### src/hw/rtl/p2dmx_pkg.sv
// Package for the pixel to DMX universe packer.
// Holds widths, the universe geometry, register indexes, the queue entry type and helpers.
// No dependencies; every other file of the block uses it.
package p2dmx_pkg;

    localparam int UNIVERSE_BYTES = 512;
    localparam int UNIV_W         = 16;
    localparam int SLOT_W         = 9;
    localparam int SUM_W          = SLOT_W + 1;
    localparam int PIX_CNT_W      = 8;
    localparam int BYTE_W         = 8;
    localparam int MAX_BYTES      = 8;
    localparam int BIDX_W         = $clog2(MAX_BYTES);
    localparam int BCNT_W         = BIDX_W + 1;
    localparam int QUEUE_DEPTH    = 2;
    localparam int QPTR_W         = $clog2(QUEUE_DEPTH);
    localparam int QCNT_W         = $clog2(QUEUE_DEPTH + 1);
    localparam int CFG_IDX_W      = 2;
    localparam int CFG_DATA_W     = 1;

    // Whole pixels per universe for each pixel size.
    localparam int PPU_RGB8   = UNIVERSE_BYTES / 3;
    localparam int PPU_RGBA8  = UNIVERSE_BYTES / 4;
    localparam int PPU_RGB16  = UNIVERSE_BYTES / 6;
    localparam int PPU_RGBA16 = UNIVERSE_BYTES / 8;

    typedef enum logic [CFG_IDX_W-1:0] {
        CFG_SIXTEEN_BIT  = 2'd0,
        CFG_ALPHA_OUT    = 2'd1,
        CFG_MSB_FIRST    = 2'd2,
        CFG_SOURCE_ALPHA = 2'd3
    } cfg_idx_t;

    typedef struct packed {
        logic sixteen_bit;
        logic alpha_out;
        logic msb_first;
        logic source_alpha;
    } cfg_t;

    // One classified pixel, ready to be serialized.
    typedef struct packed {
        logic [MAX_BYTES-1:0][BYTE_W-1:0] data;
        logic [BCNT_W-1:0]                nbytes;
        logic [UNIV_W-1:0]                universe;
        logic [SLOT_W-1:0]                slot_base;
        logic                             univ_last;
        logic                             frame_last;
    } pixel_desc_t;

    typedef struct packed {
        logic full;
        logic empty;
    } queue_status_t;

    function automatic logic [BCNT_W-1:0] bytes_per_pixel(input logic sixteen,
                                                          input logic alpha);
        logic [BCNT_W-1:0] n;
        case ({sixteen, alpha})
            2'b00:   n = BCNT_W'(3);
            2'b01:   n = BCNT_W'(4);
            2'b10:   n = BCNT_W'(6);
            default: n = BCNT_W'(8);
        endcase
        return n;
    endfunction

    function automatic logic [PIX_CNT_W-1:0] pixels_per_universe(input logic sixteen,
                                                                 input logic alpha);
        logic [PIX_CNT_W-1:0] n;
        case ({sixteen, alpha})
            2'b00:   n = PIX_CNT_W'(PPU_RGB8);
            2'b01:   n = PIX_CNT_W'(PPU_RGBA8);
            2'b10:   n = PIX_CNT_W'(PPU_RGB16);
            default: n = PIX_CNT_W'(PPU_RGBA16);
        endcase
        return n;
    endfunction

    // Channel value times 257, kept to 16 bits.
    function automatic logic [2*BYTE_W-1:0] widen(input logic [BYTE_W-1:0] c);
        return {c, {BYTE_W{1'b0}}} + {{BYTE_W{1'b0}}, c};
    endfunction

endpackage

### src/hw/rtl/p2dmx_pixel_if.sv
// Input channel of the packer: one RGBA pixel and its frame-end mark per transfer.
// Depends on p2dmx_pkg for the widths.
interface p2dmx_pixel_if;
    logic                          valid;
    logic                          ready;
    logic [p2dmx_pkg::BYTE_W-1:0]  red;
    logic [p2dmx_pkg::BYTE_W-1:0]  green;
    logic [p2dmx_pkg::BYTE_W-1:0]  blue;
    logic [p2dmx_pkg::BYTE_W-1:0]  alpha;
    logic                          frame_end;

    modport source (output valid, red, green, blue, alpha, frame_end, input ready);
    modport sink   (input valid, red, green, blue, alpha, frame_end, output ready);
endinterface

### src/hw/rtl/p2dmx_byte_if.sv
// Output channel of the packer: one DMX channel byte with its position and marks per transfer.
// Depends on p2dmx_pkg for the widths.
interface p2dmx_byte_if;
    logic                          valid;
    logic                          ready;
    logic [p2dmx_pkg::BYTE_W-1:0]  out_byte;
    logic [p2dmx_pkg::UNIV_W-1:0]  universe;
    logic [p2dmx_pkg::SLOT_W-1:0]  slot;
    logic                          pixel_last;
    logic                          universe_last;
    logic                          frame_last;

    modport source (output valid, out_byte, universe, slot, pixel_last, universe_last,
                    frame_last, input ready);
    modport sink   (input valid, out_byte, universe, slot, pixel_last, universe_last,
                    frame_last, output ready);
endinterface

### src/hw/rtl/p2dmx_front.sv
// Front end: accepts pixels, builds their channel bytes and places them in a universe.
// Owns the universe, pixel and slot counters. Depends on p2dmx_pkg and p2dmx_pixel_if.
module p2dmx_front
(
    input  logic                   clk,
    input  logic                   rst_n,
    input  p2dmx_pkg::cfg_t        cfg,
    p2dmx_pixel_if.sink            pixel,
    input  p2dmx_pkg::queue_status_t qstat,
    output logic                   push,
    output p2dmx_pkg::pixel_desc_t push_desc
);

    logic [p2dmx_pkg::UNIV_W-1:0]    univ_reg, univ_next;
    logic [p2dmx_pkg::PIX_CNT_W-1:0] pix_reg, pix_next;
    logic [p2dmx_pkg::SLOT_W-1:0]    sbase_reg, sbase_next;

    logic [p2dmx_pkg::BCNT_W-1:0]    bpp;
    logic [p2dmx_pkg::PIX_CNT_W-1:0] ppu;
    logic                            advance;
    logic                            full;
    logic [p2dmx_pkg::UNIV_W-1:0]    univ_cur;
    logic [p2dmx_pkg::PIX_CNT_W-1:0] pix_cur;
    logic [p2dmx_pkg::SLOT_W-1:0]    sbase_cur;
    logic [p2dmx_pkg::BYTE_W-1:0]    ch [4];
    logic [2*p2dmx_pkg::BYTE_W-1:0]  wide;
    logic [p2dmx_pkg::MAX_BYTES-1:0][p2dmx_pkg::BYTE_W-1:0] bytes;

    assign pixel.ready = !qstat.full;
    assign push        = pixel.valid && pixel.ready;

    assign bpp = p2dmx_pkg::bytes_per_pixel(cfg.sixteen_bit, cfg.alpha_out);
    assign ppu = p2dmx_pkg::pixels_per_universe(cfg.sixteen_bit, cfg.alpha_out);

    // A configuration change can leave the open universe too small for this pixel;
    // it then moves on to a fresh universe without a closing mark.
    assign advance = (pix_reg >= ppu) ||
                     ({1'b0, sbase_reg} + p2dmx_pkg::SUM_W'(bpp) >
                      p2dmx_pkg::SUM_W'(p2dmx_pkg::UNIVERSE_BYTES));

    assign univ_cur  = advance ? univ_reg + 1'b1 : univ_reg;
    assign pix_cur   = advance ? '0 : pix_reg;
    assign sbase_cur = advance ? '0 : sbase_reg;

    assign full = ({1'b0, pix_cur} + 1'b1 >= {1'b0, ppu}) ||
                  ({1'b0, sbase_cur} + p2dmx_pkg::SUM_W'({bpp, 1'b0}) >
                   p2dmx_pkg::SUM_W'(p2dmx_pkg::UNIVERSE_BYTES));

    always_comb
    begin
        ch[0] = pixel.red;
        ch[1] = pixel.green;
        ch[2] = pixel.blue;
        ch[3] = cfg.source_alpha ? pixel.alpha : {p2dmx_pkg::BYTE_W{1'b1}};
        bytes = '0;
        wide  = '0;
        for (int i = 0; i < 4; i++)
        begin
            if (cfg.sixteen_bit)
            begin
                wide = p2dmx_pkg::widen(ch[i]);
                bytes[2*i]   = cfg.msb_first ? wide[15:8] : wide[7:0];
                bytes[2*i+1] = cfg.msb_first ? wide[7:0]  : wide[15:8];
            end
            else
            begin
                bytes[i] = ch[i];
            end
        end
    end

    always_comb
    begin
        push_desc.data       = bytes;
        push_desc.nbytes     = bpp;
        push_desc.universe   = univ_cur;
        push_desc.slot_base  = sbase_cur;
        push_desc.univ_last  = full || pixel.frame_end;
        push_desc.frame_last = pixel.frame_end;
    end

    always_comb
    begin
        univ_next  = univ_reg;
        pix_next   = pix_reg;
        sbase_next = sbase_reg;
        if (push)
        begin
            if (pixel.frame_end)
            begin
                univ_next  = '0;
                pix_next   = '0;
                sbase_next = '0;
            end
            else if (full)
            begin
                univ_next  = univ_cur + 1'b1;
                pix_next   = '0;
                sbase_next = '0;
            end
            else
            begin
                univ_next  = univ_cur;
                pix_next   = pix_cur + 1'b1;
                sbase_next = sbase_cur + p2dmx_pkg::SLOT_W'(bpp);
            end
        end
    end

    always_ff @(posedge clk or negedge rst_n)
    begin
        if (!rst_n)
        begin
            univ_reg  <= '0;
            pix_reg   <= '0;
            sbase_reg <= '0;
        end
        else
        begin
            univ_reg  <= univ_next;
            pix_reg   <= pix_next;
            sbase_reg <= sbase_next;
        end
    end

endmodule

### src/hw/rtl/p2dmx_queue.sv
// Short queue of classified pixels between the front end and the serializer.
// Depends on p2dmx_pkg for the entry type and depth.
module p2dmx_queue
(
    input  logic                      clk,
    input  logic                      rst_n,
    input  logic                      push,
    input  p2dmx_pkg::pixel_desc_t    push_desc,
    input  logic                      pop,
    output p2dmx_pkg::pixel_desc_t    head,
    output p2dmx_pkg::queue_status_t  qstat
);

    p2dmx_pkg::pixel_desc_t           mem_reg [p2dmx_pkg::QUEUE_DEPTH];
    logic [p2dmx_pkg::QPTR_W-1:0]     wr_reg, wr_next;
    logic [p2dmx_pkg::QPTR_W-1:0]     rd_reg, rd_next;
    logic [p2dmx_pkg::QCNT_W-1:0]     count_reg, count_next;

    assign head        = mem_reg[rd_reg];
    assign qstat.full  = (count_reg == p2dmx_pkg::QCNT_W'(p2dmx_pkg::QUEUE_DEPTH));
    assign qstat.empty = (count_reg == '0);

    always_comb
    begin
        wr_next    = wr_reg;
        rd_next    = rd_reg;
        count_next = count_reg;
        if (push)
        begin
            wr_next = (wr_reg == p2dmx_pkg::QPTR_W'(p2dmx_pkg::QUEUE_DEPTH - 1)) ?
                      '0 : wr_reg + 1'b1;
        end
        if (pop)
        begin
            rd_next = (rd_reg == p2dmx_pkg::QPTR_W'(p2dmx_pkg::QUEUE_DEPTH - 1)) ?
                      '0 : rd_reg + 1'b1;
        end
        if (push && !pop)
        begin
            count_next = count_reg + 1'b1;
        end
        else if (pop && !push)
        begin
            count_next = count_reg - 1'b1;
        end
    end

    always_ff @(posedge clk)
    begin
        if (push)
        begin
            mem_reg[wr_reg] <= push_desc;
        end
    end

    always_ff @(posedge clk or negedge rst_n)
    begin
        if (!rst_n)
        begin
            wr_reg    <= '0;
            rd_reg    <= '0;
            count_reg <= '0;
        end
        else
        begin
            wr_reg    <= wr_next;
            rd_reg    <= rd_next;
            count_reg <= count_next;
        end
    end

endmodule

### src/hw/rtl/p2dmx_back.sv
// Serializer: walks the bytes of the pixel at the queue head into a registered output stage.
// Depends on p2dmx_pkg and p2dmx_byte_if.
module p2dmx_back
(
    input  logic                      clk,
    input  logic                      rst_n,
    input  p2dmx_pkg::pixel_desc_t    head,
    input  p2dmx_pkg::queue_status_t  qstat,
    output logic                      pop,
    p2dmx_byte_if.source              dmx
);

    logic [p2dmx_pkg::BIDX_W-1:0]  idx_reg, idx_next;
    logic                          valid_reg, valid_next;
    logic [p2dmx_pkg::BYTE_W-1:0]  byte_reg;
    logic [p2dmx_pkg::UNIV_W-1:0]  univ_reg;
    logic [p2dmx_pkg::SLOT_W-1:0]  slot_reg;
    logic                          plast_reg;
    logic                          ulast_reg;
    logic                          flast_reg;

    logic                          load;
    logic                          last_byte;

    // With a pixel queued, the output stage takes a new byte when empty or its byte is taken.
    assign load      = !qstat.empty && (!valid_reg || dmx.ready);
    assign last_byte = ({1'b0, idx_reg} + 1'b1 == head.nbytes);
    assign pop       = load && last_byte;

    always_comb
    begin
        idx_next   = idx_reg;
        valid_next = valid_reg;
        if (load)
        begin
            valid_next = 1'b1;
            idx_next   = last_byte ? '0 : idx_reg + 1'b1;
        end
        else if (dmx.ready)
        begin
            valid_next = 1'b0;
        end
    end

    always_ff @(posedge clk or negedge rst_n)
    begin
        if (!rst_n)
        begin
            idx_reg   <= '0;
            valid_reg <= 1'b0;
        end
        else
        begin
            idx_reg   <= idx_next;
            valid_reg <= valid_next;
        end
    end

    always_ff @(posedge clk)
    begin
        if (load)
        begin
            byte_reg  <= head.data[idx_reg];
            univ_reg  <= head.universe;
            slot_reg  <= head.slot_base + p2dmx_pkg::SLOT_W'(idx_reg);
            plast_reg <= last_byte;
            ulast_reg <= last_byte && head.univ_last;
            flast_reg <= last_byte && head.frame_last;
        end
    end

    assign dmx.valid         = valid_reg;
    assign dmx.out_byte      = byte_reg;
    assign dmx.universe      = univ_reg;
    assign dmx.slot          = slot_reg;
    assign dmx.pixel_last    = plast_reg;
    assign dmx.universe_last = ulast_reg;
    assign dmx.frame_last    = flast_reg;

endmodule

### src/hw/rtl/pixel_to_dmx_universe_packer.sv
// Pixel to DMX universe packer, top level. A transferred pixel is registered in the queue,
// then its bytes go through the serializer's registered output stage. Throughput: one byte
// per cycle while dmx.ready is high and the queue holds a pixel; a pixel is 3, 4, 6 or 8
// bytes (RGB/RGBA, 8/16 bit). The rate is set by the single-byte output register of the
// serializer. A two-entry pixel queue lets the input take pixels while bytes are still
// going out. Reset: counters zero, queue and output empty, registers to their defaults.
module pixel_to_dmx_universe_packer
(
    input  logic                               clk,
    input  logic                               rst_n,
    p2dmx_pixel_if.sink                        pixel,
    p2dmx_byte_if.source                       dmx,
    input  logic                               cfg_we,
    input  logic [p2dmx_pkg::CFG_IDX_W-1:0]    cfg_index,
    input  logic [p2dmx_pkg::CFG_DATA_W-1:0]   cfg_data
);

    p2dmx_pkg::cfg_t           cfg_reg;
    p2dmx_pkg::pixel_desc_t    push_desc;
    p2dmx_pkg::pixel_desc_t    head;
    p2dmx_pkg::queue_status_t  qstat;
    logic                      push;
    logic                      pop;

    always_ff @(posedge clk or negedge rst_n)
    begin
        if (!rst_n)
        begin
            cfg_reg.sixteen_bit  <= 1'b0;
            cfg_reg.alpha_out    <= 1'b0;
            cfg_reg.msb_first    <= 1'b1;
            cfg_reg.source_alpha <= 1'b1;
        end
        else if (cfg_we)
        begin
            unique case (p2dmx_pkg::cfg_idx_t'(cfg_index))
                p2dmx_pkg::CFG_SIXTEEN_BIT:  cfg_reg.sixteen_bit  <= cfg_data[0];
                p2dmx_pkg::CFG_ALPHA_OUT:    cfg_reg.alpha_out    <= cfg_data[0];
                p2dmx_pkg::CFG_MSB_FIRST:    cfg_reg.msb_first    <= cfg_data[0];
                p2dmx_pkg::CFG_SOURCE_ALPHA: cfg_reg.source_alpha <= cfg_data[0];
                default:                     cfg_reg              <= cfg_reg;
            endcase
        end
    end

    p2dmx_front u_front
    (
        .clk       (clk),
        .rst_n     (rst_n),
        .cfg       (cfg_reg),
        .pixel     (pixel),
        .qstat     (qstat),
        .push      (push),
        .push_desc (push_desc)
    );

    p2dmx_queue u_queue
    (
        .clk       (clk),
        .rst_n     (rst_n),
        .push      (push),
        .push_desc (push_desc),
        .pop       (pop),
        .head      (head),
        .qstat     (qstat)
    );

    p2dmx_back u_back
    (
        .clk   (clk),
        .rst_n (rst_n),
        .head  (head),
        .qstat (qstat),
        .pop   (pop),
        .dmx   (dmx)
    );

endmodule
### src/flat_wrapper.sv
// flat-port wrapper written by rule: the top's interface ports become plain ports
module pixel_to_dmx_universe_packer_flat 
  (clk, rst_n, cfg_we, cfg_index, cfg_data, pixel_valid, pixel_red, pixel_green, pixel_blue, pixel_alpha, pixel_frame_end, pixel_ready, dmx_valid, dmx_out_byte, dmx_universe, dmx_slot, dmx_pixel_last, dmx_universe_last, dmx_frame_last, dmx_ready);
  p2dmx_pixel_if pixel_i ();
  p2dmx_byte_if dmx_i ();
  input  logic clk;
  input  logic rst_n;
  input  logic cfg_we;
  input  logic [p2dmx_pkg::CFG_IDX_W-1:0] cfg_index;
  input  logic [p2dmx_pkg::CFG_DATA_W-1:0] cfg_data;
  input wire logic [$bits(pixel_i.valid)-1:0] pixel_valid;
  input wire logic [$bits(pixel_i.red)-1:0] pixel_red;
  input wire logic [$bits(pixel_i.green)-1:0] pixel_green;
  input wire logic [$bits(pixel_i.blue)-1:0] pixel_blue;
  input wire logic [$bits(pixel_i.alpha)-1:0] pixel_alpha;
  input wire logic [$bits(pixel_i.frame_end)-1:0] pixel_frame_end;
  output wire logic [$bits(pixel_i.ready)-1:0] pixel_ready;
  output wire logic [$bits(dmx_i.valid)-1:0] dmx_valid;
  output wire logic [$bits(dmx_i.out_byte)-1:0] dmx_out_byte;
  output wire logic [$bits(dmx_i.universe)-1:0] dmx_universe;
  output wire logic [$bits(dmx_i.slot)-1:0] dmx_slot;
  output wire logic [$bits(dmx_i.pixel_last)-1:0] dmx_pixel_last;
  output wire logic [$bits(dmx_i.universe_last)-1:0] dmx_universe_last;
  output wire logic [$bits(dmx_i.frame_last)-1:0] dmx_frame_last;
  input wire logic [$bits(dmx_i.ready)-1:0] dmx_ready;
  assign pixel_i.valid = pixel_valid;
  assign pixel_i.red = pixel_red;
  assign pixel_i.green = pixel_green;
  assign pixel_i.blue = pixel_blue;
  assign pixel_i.alpha = pixel_alpha;
  assign pixel_i.frame_end = pixel_frame_end;
  assign pixel_ready = pixel_i.ready;
  assign dmx_valid = dmx_i.valid;
  assign dmx_out_byte = dmx_i.out_byte;
  assign dmx_universe = dmx_i.universe;
  assign dmx_slot = dmx_i.slot;
  assign dmx_pixel_last = dmx_i.pixel_last;
  assign dmx_universe_last = dmx_i.universe_last;
  assign dmx_frame_last = dmx_i.frame_last;
  assign dmx_i.ready = dmx_ready;
  pixel_to_dmx_universe_packer u_core (.clk(clk), .rst_n(rst_n), .pixel(pixel_i), .dmx(dmx_i), .cfg_we(cfg_we), .cfg_index(cfg_index), .cfg_data(cfg_data));
endmodule
### config.mk
export PLATFORM = sky130hd
export DESIGN_NAME = pixel_to_dmx_universe_packer_flat
export DESIGN_NICKNAME = d
export VERILOG_FILES = /design/src/hw/rtl/p2dmx_pkg.sv /design/src/hw/rtl/p2dmx_pixel_if.sv /design/src/hw/rtl/p2dmx_byte_if.sv /design/src/hw/rtl/p2dmx_front.sv /design/src/hw/rtl/p2dmx_queue.sv /design/src/hw/rtl/p2dmx_back.sv /design/src/hw/rtl/pixel_to_dmx_universe_packer.sv /design/src/flat_wrapper.sv
export SDC_FILE = /design/constraint.sdc
export NUM_CORES = 1
export LEC_CHECK = 0
export BUFFER_PORTS_ARGS = -buffer_cell sky130_fd_sc_hd__clkbuf_2
export CAP_MARGIN = 20
export CELL_PAD_IN_SITES_DETAIL_PLACEMENT = 0
export CELL_PAD_IN_SITES_GLOBAL_PLACEMENT = 1
export CORE_ASPECT_RATIO = 0.7
export CORE_MARGIN = 8
export CORE_UTILIZATION = 46
export DETAILED_ROUTE_END_ITERATION = 16
export PLACE_DENSITY = 0.85
export REMOVE_ABC_BUFFERS = 1
export SLEW_MARGIN = 20
export SYNTH_ARGS = -nofsm -noshare
export SYNTH_HDL_FRONTEND = slang
export SYNTH_SLANG_ARGS = --single-unit
### constraint.sdc
create_clock -name clk -period 6.8 [get_ports clk]
set_clock_uncertainty 0.2 [all_clocks]
set_input_delay 1.36 -clock clk [delete_from_list [all_inputs] [get_ports clk]]
set_output_delay 1.36 -clock clk [all_outputs]
set_load 0.02 [all_outputs]
== Yosys cells after proc, flatten, opt, wreduce, memory -nomap -nowiden ==
Memories as Yosys holds them, arrays and structs flattened.
Index checks and enable logic that the tools add are counted.

* Flip-flop bits (word level): 81
* Memories: 1
* Output and inout port bits: 38
* Input port bits: 41
* Word-level logic and storage cells: 111
* RAM bits: 190

{| class="wikitable"
|+ Memory list
! memory !! words !! width !! read ports !! clocked after Yosys merged registers in !! write ports !! RTL line !! RTL
|-
| u_core.u_queue.mem_reg || 2 || 95 || 1 || 0 || 1 || p2dmx_queue.sv:14 || <nowiki>p2dmx_pkg::pixel_desc_t mem_reg [p2dmx_pkg::QUEUE_DEPTH];</nowiki>
|}

* Reduce and logical (&&, ||, !) cells: 25
* $add $sub $neg: 18
* Muxes and demuxes: 37
* $lt $le $gt $ge: 5
* Eq/ne operators: 7

{| class="wikitable"
|+ Operators with widths
! operator !! count
|-
| two-way mux 8 bit || 17
|-
| two-way mux 16 bit || 5
|-
| adder 16 x 8 -> 16 bit || 4
|-
| adder 16 x 1 -> 16 bit (second input constant) || 2
|-
| two-way mux 9 bit || 3
|-
| binary-select mux 8 bit (select 3 bit) || 1
|-
| case mux 8 bit (3 select lines) || 1
|-
| > comparator 10 bit (second input constant) || 2
|-
| case mux 4 bit (3 select lines) || 1
|-
| adder 9 x 4 -> 10 bit || 1
|-
| adder 9 x 5 -> 10 bit || 1
|-
| adder 8 x 1 -> 9 bit (second input constant) || 1
|-
| adder 9 x 3 -> 9 bit || 1
|-
| adder 9 x 4 -> 9 bit || 1
|-
| greater-or-equal comparator 9 x 8 -> 1 bit || 1
|-
| adder 8 x 1 -> 8 bit (second input constant) || 1
|-
| equality test 2 bit (second input constant) || 4
|-
| greater-or-equal comparator 8 bit || 1
|-
| AND reduction 2 bit || 4
|-
| logical AND 1 bit || 7
|-
| logical NOT 2 bit || 3
|-
| two-way mux 1 bit || 6
|-
| logical NOT 1 bit || 5
|-
| adder 3 x 1 -> 4 bit (second input constant) || 1
|-
| other kinds (11) || 18
|}

== Longest topological paths before layout ==
* Word-level depth: 11
* Depth in mapped cells: 28
* Mapped depth without buffers: 22

== Modules after synthesis ==
A second synthesis with hierarchy kept.

* Cells, all modules: 926
* Area, all modules: 13691.9 um^2

{| class="wikitable"
|+ By module, submodules not included
! module !! sequential area each (um^2) !! area an instance (um^2) !! times used !! cells each
|-
| p2dmx_queue || 5805.6 || 7243.2 || 1 || 312
|-
| p2dmx_front || 825.8 || 4221.5 || 1 || 484
|-
| p2dmx_back || 1181.1 || 2047.0 || 1 || 118
|-
| pixel_to_dmx_universe_packer || 102.6 || 180.2 || 1 || 12
|}

== Worst setup path before layout ==
No wires, ideal clock.

* Path kind: register to register
* Start: reg u_core.cfg_reg[3] in the netlist's numbering
* End: reg u_core.u_front.sbase_reg[7] in the netlist's numbering
* Data required time: 6533 ps
* Stages on the path, launching flop included: 29
* Buffers on the path: 6
* Period minus slack after synthesis: 6357 ps
* Path slack: 443 ps
* Library setup time: 67 ps
* Arrival: 6089 ps
* Cells stage by stage: dfrtp_1 clkbuf_1 inv_2 ha_1 o21bai_1 ha_1 and2_1 a221oi_2 o21ai_1 buf_2 a21oi_1 clkbuf_1 clkbuf_1 and2_1 ha_1 nand3_1 xor2_1 nor2_1 ha_1 a21o_1 a21oi_1 o21ai_0 a31oi_1 o21ai_0 buf_2 a21oi_1 clkbuf_1 nand4b_1 nand2_1

{| class="wikitable"
|+ RTL lines
! what !! RTL line !! RTL
|-
| start: declaration || pixel_to_dmx_universe_packer.sv:18 || <nowiki>p2dmx_pkg::cfg_t cfg_reg;</nowiki>
|-
| start signal: assignment || pixel_to_dmx_universe_packer.sv:41 || <nowiki>default: cfg_reg <= cfg_reg;</nowiki>
|-
| end signal: assignment || p2dmx_front.sv:122 || <nowiki>sbase_reg <= sbase_next;</nowiki>
|-
| end: declaration || p2dmx_front.sv:16 || <nowiki>logic [p2dmx_pkg::SLOT_W-1:0] sbase_reg, sbase_next;</nowiki>
|}

==> impl_metrics.sql <==
INSERT INTO impl_metrics (metric_group, metric, value, unit) VALUES
('floorplanning', 'dieArea', '31000', 'um2'),
('clock_network', 'cts-root-buf', 'sky130_fd_sc_hd__clkbuf_16', ''),
('yosys', 'post_synth_instance_area', '11800', 'um2'),
('final_layout', 'finalNetCount', '1038', ''),
('setup_path', 'reg2regPathDepth', '19', ''),
('job', 'timing.max_cap.violations', '0', ''),
('clock_network', 'clock_sinks', '238', ''),
('floorplanning', 'core_area', '25400', 'um2'),
('clock_network', 'cts_setup_buffers', '0', ''),
('yosys', 'synth_top_cell_by_area', 'sky130_fd_sc_hd__edfxtp_1', ''),
('timing', 'relSlewSlack', '0.231', ''),
('setup_path', 'r2r-end', 'u_core.u_front.univ_reg[12]', ''),
('status', 'run_status', 'finished, final reports clean', ''),
('routing', 'drc_violation_count_after_routing', '0', ''),
('setup_path', 'timing.critical_path.required', '7010', 'ps'),
('routing', 'wl_per_cell', '19.4', 'um'),
('clock_network', 'ctsLongestPathBuffers', '3', ''),
('power', 'clock_power_share', '0.256', ''),
('timing', 'drv_slew', '0', ''),
('routing', 'drt-initial-drc-count', '560', ''),
('clock_network', 'insertion_delay', '530', 'ps'),
('final_layout', 'syn_to_final_growth', '13.7', '%'),
('yosys', 'ys_ff_latch', '238', ''),
('clock_network', 'clk_pin_slew_worst_paths', '60', 'ps'),
('floorplanning', 'die_width', '207', 'um'),
('setup_path', 'worst_ep_arrival_time', '6550', 'ps'),
('timing', 'hold_vio_cnt_final', '0', ''),
('power', 'logic_gate_share_of_total_power', '0.306', ''),
('final_layout', 'largest_reg_flops', '158', ''),
('clock_network', 'cts.repair.resized', '0', ''),
('power', 'leakage', '5.09', 'nW'),
('floorplanning', 'top_level_ports', '79', ''),
('final_layout', 'fin_cells', '1304', ''),
('yosys', 'unique_masters_post_synth', '74', ''),
('setup_path', 'crit_chain', 'buf_4 > ha_1 > ha_1 > or3_4 > a2111oi_4 > a311oi_1 > buf_4 > a21oi_1 > buf_4 > nand2_1 > inv_1 > ha_1 > nand2_1 > nor2_1 > a2111o_1 > o211ai_2 > nand3_2 > or4_1 > a32o_1', ''),
('power', 'netSwitchingFraction', '0.330', ''),
('placed_design', 'dpl.cell_count', '1258', ''),
('yosys', 'asyncSetResetFlopFracSynth', '0.185', ''),
('yosys', 'synth_ff_type', 'sky130_fd_sc_hd__edfxtp_1', ''),
('setup_path', 'cp_slowest_cell', 'sky130_fd_sc_hd__o211ai_2', ''),
('timing', 'rsz0062_at_grt', 'false', ''),
('routing', 'vias', '7444', ''),
('yosys', 'synth-edff-count', '194', ''),
('setup_path', 'startpoint_of_the_worst_register_to_register_path', 'u_core.cfg_reg[3]', ''),
('power', 'power_density', '412', 'nW/um2'),
('global_routing', 'antenna_found_initial', '0', ''),
('final_layout', 'num_antenna_cells', '0', ''),
('power', 'switchingPower', '1.82', 'mW'),
('clock_network', 'cts_made_buffers', '25', ''),
('clock_network', 'hold_buffers', '0', ''),
('yosys', 'synth-seq-area-share', '0.588', ''),
('setup_path', 'critical_path.endpoint', 'u_core.u_front.univ_reg[12]', ''),
('clock_network', 'h-tree-depth', '1', ''),
('yosys', 'synthesis.instances', '876', ''),
('timing', 'tightestPinTransition', '1150', 'ps'),
('floorplanning', 'floorplan.die.height', '150', 'um'),
('placed_design', 'port-buffer-count', '78', ''),
('routing', 'drt_pass1_iterations', '5', ''),
('clock_network', 'cts_tree', 'yes', ''),
('placed_design', 'place.detailed.hpwl', '16900', 'um'),
('setup_path', 'timing.critical_path.from', 'u_core.cfg_reg[3]', ''),
('setup_path', 'critical_path_start_type', 'flip-flop', ''),
('global_routing', 'vias_in_the_first_global_route', '7464', ''),
('power', 'p_int', '3.69', 'mW'),
('routing', 'vias_per_cell', '5.71', ''),
('timing', 'fin_hold_ws', '312', 'ps'),
('routing', 'final_antenna_net_count', '0', ''),
('timing', 'finalSetupViolCount', '0', ''),
('timing', 'fin_ws', '452', 'ps'),
('worst_hold_path', 'hold_path.class', 'flip-flop to flip-flop', ''),
('yosys', 'yosys_warnings', '0', '');
worst min path at each step:
stage | from | end | slack, ps | cells after the start
6_report | u_core.u_front.univ_reg[15] | u_core.u_front.univ_reg[15] | 310 | 1
5_1_grt | u_core.u_front.univ_reg[15] | u_core.u_front.univ_reg[15] | 310 | 1
4_1_cts | u_core.u_front.univ_reg[15] | u_core.u_front.univ_reg[15] | 310 | 1
3_5_place_dp | u_core.u_front.univ_reg[15] | u_core.u_front.univ_reg[15] | 300 | 1
3_3_place_gp | u_core.u_front.univ_reg[15] | u_core.u_front.univ_reg[15] | 300 | 1
2_1_floorplan | u_core.u_queue.count_reg[1] | u_core.u_queue.count_reg[1] | 280 | 1
cell usage in the layout, fill, tap and decap left out, types with 5 or more instances in the layout:
master                      count
sky130_fd_sc_hd__clkbuf_1       8
sky130_fd_sc_hd__clkbuf_8       7
sky130_fd_sc_hd__a31oi_1       12
sky130_fd_sc_hd__or2_2          5
sky130_fd_sc_hd__edfxtp_1     194
sky130_fd_sc_hd__a21o_1         9
sky130_fd_sc_hd__buf_4         16
sky130_fd_sc_hd__nor2_1        35
sky130_fd_sc_hd__nor2b_1        6
sky130_fd_sc_hd__clkbuf_2      78
sky130_fd_sc_hd__nor3_1        15
sky130_fd_sc_hd__nor4_1         5
sky130_fd_sc_hd__ha_1          39
sky130_fd_sc_hd__dfrtp_1       42
sky130_fd_sc_hd__a21oi_1       18
sky130_fd_sc_hd__a22o_1        11
sky130_fd_sc_hd__nand3_1       29
sky130_fd_sc_hd__mux2_2        49
sky130_fd_sc_hd__o21ai_0       32
sky130_fd_sc_hd__nand2b_1      15
sky130_fd_sc_hd__a32o_1         5
sky130_fd_sc_hd__and2_1        24
sky130_fd_sc_hd__xnor2_1       20
sky130_fd_sc_hd__clkbuf_16     25
sky130_fd_sc_hd__nand4_1        8
sky130_fd_sc_hd__nand2_1       67
sky130_fd_sc_hd__o211ai_1       9
sky130_fd_sc_hd__xor2_1        17
sky130_fd_sc_hd__o31ai_1        6
sky130_fd_sc_hd__mux2i_1       21
sky130_fd_sc_hd__and4_1         5
sky130_fd_sc_hd__mux4_2        24
sky130_fd_sc_hd__and3_1         7
sky130_fd_sc_hd__inv_1         28
sky130_fd_sc_hd__or4_1          5
cell usage after synthesis, types with 4 or more instances:
master / number
sky130_fd_sc_hd__a21o_1: 9
sky130_fd_sc_hd__a21oi_1: 18
sky130_fd_sc_hd__a22o_1: 11
sky130_fd_sc_hd__a31oi_1: 12
sky130_fd_sc_hd__a32o_1: 5
sky130_fd_sc_hd__and2_1: 24
sky130_fd_sc_hd__and3_1: 7
sky130_fd_sc_hd__and4_1: 5
sky130_fd_sc_hd__buf_1: 4
sky130_fd_sc_hd__buf_2: 6
sky130_fd_sc_hd__clkbuf_1: 29
sky130_fd_sc_hd__dfrtp_1: 43
sky130_fd_sc_hd__edfxtp_1: 194
sky130_fd_sc_hd__fa_1: 4
sky130_fd_sc_hd__ha_1: 39
sky130_fd_sc_hd__inv_1: 29
sky130_fd_sc_hd__mux2_2: 49
sky130_fd_sc_hd__mux2i_1: 21
sky130_fd_sc_hd__mux4_2: 24
sky130_fd_sc_hd__nand2_1: 67
sky130_fd_sc_hd__nand2b_1: 15
sky130_fd_sc_hd__nand3_1: 29
sky130_fd_sc_hd__nand4_1: 8
sky130_fd_sc_hd__nor2_1: 37
sky130_fd_sc_hd__nor2b_1: 6
sky130_fd_sc_hd__nor3_1: 15
sky130_fd_sc_hd__nor4_1: 5
sky130_fd_sc_hd__o211ai_1: 9
sky130_fd_sc_hd__o21ai_0: 32
sky130_fd_sc_hd__o31ai_1: 6
sky130_fd_sc_hd__or2_2: 5
sky130_fd_sc_hd__or4_1: 5
sky130_fd_sc_hd__xnor2_1: 20
sky130_fd_sc_hd__xor2_1: 17
kinds of logic (layout without fill, tap and decap cells):
group                      after synthesis  count (layout)  share of synthesized area
buffers and inverters                   74             171                     0.0265
DFF                                    238             238                      0.588
AOI/OAI and AO/OA                      144             144                     0.0885
xor gates and xnor gates                38              38                     0.0289
and+or+nand+nor                        244             244                      0.108
muxes                                   94              94                      0.111
adders and majority gates               44              44                     0.0491
power by group through the flow:
| stage | sequential, mW | clock [mW] | combinational, mW |
|---|---|---|---|
| after detailed placement | 2.45 | 0 | 1.68 |
| after global placement | 2.43 | 0 | 1.65 |
| after CTS | 2.42 | 1.44 | 1.70 |
| after floorplan | 2.53 | 0 | 1.07 |
| final | 2.41 | 1.41 | 1.69 |
| after global routing | 2.47 | 1.49 | 1.85 |
through the flow:
step           TNS (ps)  utilization
3_5_place_dp          0        0.492
3_3_place_gp          0        0.492
5_1_grt               0        0.526
2_1_floorplan     -2790            -
6_report              0        0.526
4_1_cts               0        0.526
worst max-delay path, delay by kind of cell, from the launching register on:
family | cells | cell delay (ps)
and+or+nand+nor | 6 | 1460
DFF | 1 | 350
buffers and inverters | 4 | 1040
AOI/OAI and AO/OA | 6 | 2130
adders and majority gates | 3 | 1030
layout make-up:
class / count / area [um2]
fill: 2059 / 12100
multi-input combinational: 564 / 4550
sequential: 238 / 6930
clock inverter: 6 / 108
timing repair buffer: 94 / 510
tap: 331 / 414
clock buffer: 40 / 752
inverter: 31 / 116
routing by layer:
metal  GRT usage  vias up  wire length, um
met1       0.238     3694            12500
met3      0.0289       29             1410
met2       0.243      211            10900
met5           0        -                0
met4      0.0453        0              518
li1            -     3510                -
(Power assumes the default switching activity.)
